### src/lrp_ram.sv
// lrp_ram: generic single-port-write, one-read ram with registered read
// no dependencies
module lrp_ram #(
  parameter int WIDTH = 8,
  parameter int DEPTH = 16
) (
  input  logic                     clk,
  input  logic                     we,
  input  logic [$clog2(DEPTH)-1:0] waddr,
  input  logic [WIDTH-1:0]         wdata,
  input  logic [$clog2(DEPTH)-1:0] raddr,
  output logic [WIDTH-1:0]         rdata
);

  logic [WIDTH-1:0] mem [DEPTH];

  // write port and registered read
  always_ff @(posedge clk) begin
    if (we) begin
      mem[waddr] <= wdata;
    end
    rdata <= mem[raddr];
  end

endmodule

### config.mk
export PLATFORM = sky130hd
export DESIGN_NAME = lrp_ram
export DESIGN_NICKNAME = d
export VERILOG_FILES = /design/src/lrp_ram.sv
export SDC_FILE = /design/constraint.sdc
export NUM_CORES = 1
export LEC_CHECK = 0
export BUFFER_PORTS_ARGS = -buffer_cell sky130_fd_sc_hd__buf_2
export CELL_PAD_IN_SITES_DETAIL_PLACEMENT = 0
export CELL_PAD_IN_SITES_GLOBAL_PLACEMENT = 1
export CORE_AREA = 4 4 104 106
export CTS_CLUSTER_DIAMETER = 200
export CTS_CLUSTER_SIZE = 14
export DETAILED_ROUTE_END_ITERATION = 8
export DIE_AREA = 0 0 108 110
export GPL_TIMING_DRIVEN = 0
export PLACE_DENSITY = 0.85
export SYNTH_ARGS = -nofsm -noshare
export SYNTH_HDL_FRONTEND = slang
export SYNTH_SLANG_ARGS = --single-unit
export TNS_END_PERCENT = 1
### constraint.sdc
create_clock -name clk -period 1.93 [get_ports clk]
set_input_delay 0.193 -clock clk [delete_from_list [all_inputs] [get_ports clk]]
set_output_delay 0.193 -clock clk [all_outputs]
set_load 0.02 [all_outputs]
==> flow_metrics.env <==
export IMPL_status="finished clean"
export IMPL_area_delta_synth_final_pct=16.9
export IMPL_worstPathCellList="buf_2 -> or3b_2 -> nor3_1"
export IMPL_grt_setup_unrepaired="false"
export IMPL_met1_length_mm=4.09
export IMPL_synth_fa_ha_area_share_pct=0
export IMPL_total_power_mw=6.75
export IMPL_root_buffer="clkbuf_8"
export IMPL_synth_top_area_cell="edfxtp_1"
export IMPL_grt_start_max_net_pins=17
export IMPL_finalCriticalPeriod_ns=1.76
export IMPL_yosysWarnings=0
export IMPL_clkLatencyLatePin_ns=0.52
export IMPL_final_hold_violation_count=0
export IMPL_drive_above_1_share_pct=29.1
export IMPL_ys_ff_latch=136
export IMPL_synth_edf_count=128
export IMPL_path_max_fanout=8
export IMPL_grt_usage_pct=18.2
export IMPL_synth_cells=229
export IMPL_clock_fmax_ghz=0.569
export IMPL_wire_per_inst_um=23.6
export IMPL_die_h_um=110
export IMPL_syn_area_um2=5150
export IMPL_met2WireLength_mm=4.82
export IMPL_synthTopCellsByArea="edfxtp_1, mux4_2, mux4_1, dfxtp_1, a22oi_1"
export IMPL_wl_mm=9.85
export IMPL_synth_top_family_by_area="multiplexers"
export IMPL_r2r_end="rdata[3]$_DFF_P_"
export IMPL_finalCritPeriodShare_pct=91.1
export IMPL_cp_end_kind="flip-flop"
export IMPL_path_buf_inv=1
export IMPL_cp_arrival_ns=1.88
export IMPL_regToRegStartpoint="mem[4][3]$_DFFE_PP_"
export IMPL_die_area_um2=11900
export IMPL_hold_path_cell_count=1
export IMPL_syn_num_nets=247
export IMPL_final_setup_tns_ns=0
export IMPL_clockBufferDepth=2
export IMPL_ff2ff_setup_slack_ns=0.53
export IMPL_post_cts_buffers=0
export IMPL_top_layer="met4"
export IMPL_cp_data_required_time_ns=2.05
export IMPL_power_leakage_nw=2.00
export IMPL_cts_tree="done"
export IMPL_synthMuxAreaShare_pct=15.0
export IMPL_synth_compound_area_share_pct=2.33
export IMPL_met3_wirelength_um=775
export IMPL_antenna_found_initial=0
export IMPL_crit_start="waddr[2]"
export IMPL_first_global_vias=2422
export IMPL_cts_sink_count=136
export IMPL_skew_ns=0.00765
export IMPL_avgSynthCellArea_um2=22.5
export IMPL_post_dp_hpwl_mm=6.06
export IMPL_setup_viol=0
export IMPL_slew_limit_headroom_pct=10.3
export IMPL_critical_path_top_delay_family="simple AND/OR/NAND/NOR gates"
export IMPL_crit_slowest_cell="nor3_1"
export IMPL_gp_congestion=0.753
export IMPL_drc=0
export IMPL_synth_simple_area_share_pct=3.18
export IMPL_min_to="mem[4][6]$_DFFE_PP_"
export IMPL_vias_per_cell=5.72
export IMPL_num_rows=36
export IMPL_min_from="wdata[6]"
export IMPL_io_buffer_count=24
export IMPL_nets=290
export IMPL_path_clk_slew_ns=0.06
export IMPL_antenna_left=0
export IMPL_ys_types=19
export IMPL_firstDrtPassIters=5
export IMPL_cts_hold_buf=0
export IMPL_holdWs_ns=0.0667
export IMPL_ys_seq_area_share_pct=77.8
export IMPL_htreeDepth=4
export IMPL_drv_cap=0
export IMPL_cts_buffers=17
export IMPL_max_stage_delay_ns=1.04
export IMPL_first_iter_violations=202
export IMPL_hp_class="in2reg"
export IMPL_grt_pass1_wl_mm=14.6
export IMPL_io_pins=26
export IMPL_path_class="in2reg"
export IMPL_ys_flop_type="edfxtp_1"
export IMPL_antenna_cells=0
export IMPL_ir_drop_mv=0.629
export IMPL_die_w_um=108
export IMPL_yosysMostFrequentCell="edfxtp_1"
export IMPL_maxSlewViolCount=0
export IMPL_synthTopCellsByCount="edfxtp_1, mux4_2, a22oi_1"
export IMPL_fp_coreArea_um2=9770
export IMPL_overflow=0
export IMPL_final_util_pct=61.5
export IMPL_tightest_slew_ns=1.34
export IMPL_vias=2389
export IMPL_critPathLaunchType="primary input"
export IMPL_synth_xor_area_share_pct=0
export IMPL_cts_resized=0
export IMPL_r2r_worst_path_cells=3
export IMPL_initial_utilization_pct=52.7
export IMPL_async_flop_share_pct=0
export IMPL_p_per_area_nw_per_um2=1120
export IMPL_synth_top_area_share_pct=74.7
==> worst register-to-register path, stage by stage, from the launching register on <==
cell	delay, ns
edfxtp_1	0.36
mux4_1	0.58
a22oi_1	0.26
nand2_1	0.08
==> worst max-delay path by stage <==
stage | endpoint | cells past startpoint | slack [ns]
after detailed placement | mem[0][7]$_DFFE_PP_ | 3 | -0.31
after global placement | mem[0][7]$_DFFE_PP_ | 3 | -0.29
after CTS | mem[0][2]$_DFFE_PP_ | 3 | 0.23
after global routing | mem[0][6]$_DFFE_PP_ | 3 | 0.10
final | mem[0][2]$_DFFE_PP_ | 3 | 0.17
after floorplan | mem[0][0]$_DFFE_PP_ | 2 | 0.24
==> kinds of logic after synthesis <==
logic type | after synthesis
AND/OR/NAND/NOR | 35
buffers and inverters | 10
flip-flops | 136
multiplexers | 32
AO/OA/AOI/OAI | 16
==> sequential cells by signal, summed over array words and instances, names as in the netlist <==
| signal | count |
|---|---|
| mem | 128 |
| rdata | 8 |
==> report_power, final <==
part,switching (mW),total [mW],internal (mW)
registers,0.0161,3.32,3.30
logic,0.202,0.333,0.131
clock network,1.16,3.09,1.93
==> metrics by stage <==
stage,worst slack (ns),area (um2),cells
after floorplan,0.244,5150,229
after global placement,-0.287,5430,386
after detailed placement,-0.314,5430,386
after CTS,0.225,6020,418
after global routing,0.104,6020,418
final,0.172,6020,418
==> layer usage <==
metal	global-route usage, %	vias to the layer above
met2	28.0	107
met5	0	-
li1	-	1056
met4	7.12	0
met1	25.1	1210
met3	5.01	16
==> cells in the final DEF (no fill, tap or decap) <==
cell             Yosys  layout
edfxtp_1           128     128
buf_2                3      27
mux4_2              18      18
a22oi_1             16      16
clkbuf_16            0      16
mux4_1              14      14
nor2_1              13      13
nand2_1              9       9
dfxtp_1              8       8
clkinvlp_4           0       6
nor3_1               4       4
clkbuf_8             0       4
buf_6                3       3
clkdlybuf4s25_2      3       3
nand3b_1             2       2
nand2b_1             2       2
bufinv_16            0       2
nor2b_1              1       1
buf_4                1       1
and2_1               1       1
and2b_1              1       1
nand3_1              1       1
or3b_2               1       1
clkbuf_1             0       1
clkinv_4             0       1
clkinv_2             0       1
clkinv_1             0       1
==> layout make-up <==
type	instances	area, um2
sequential	136	4000
tap	133	166
timing repair buffer	24	120
clock buffer	21	459
buffer	10	86.3
clock inverter	11	123
fill	679	3760
multi-input combinational	83	1060
Power figures use the tool's default switching activity.
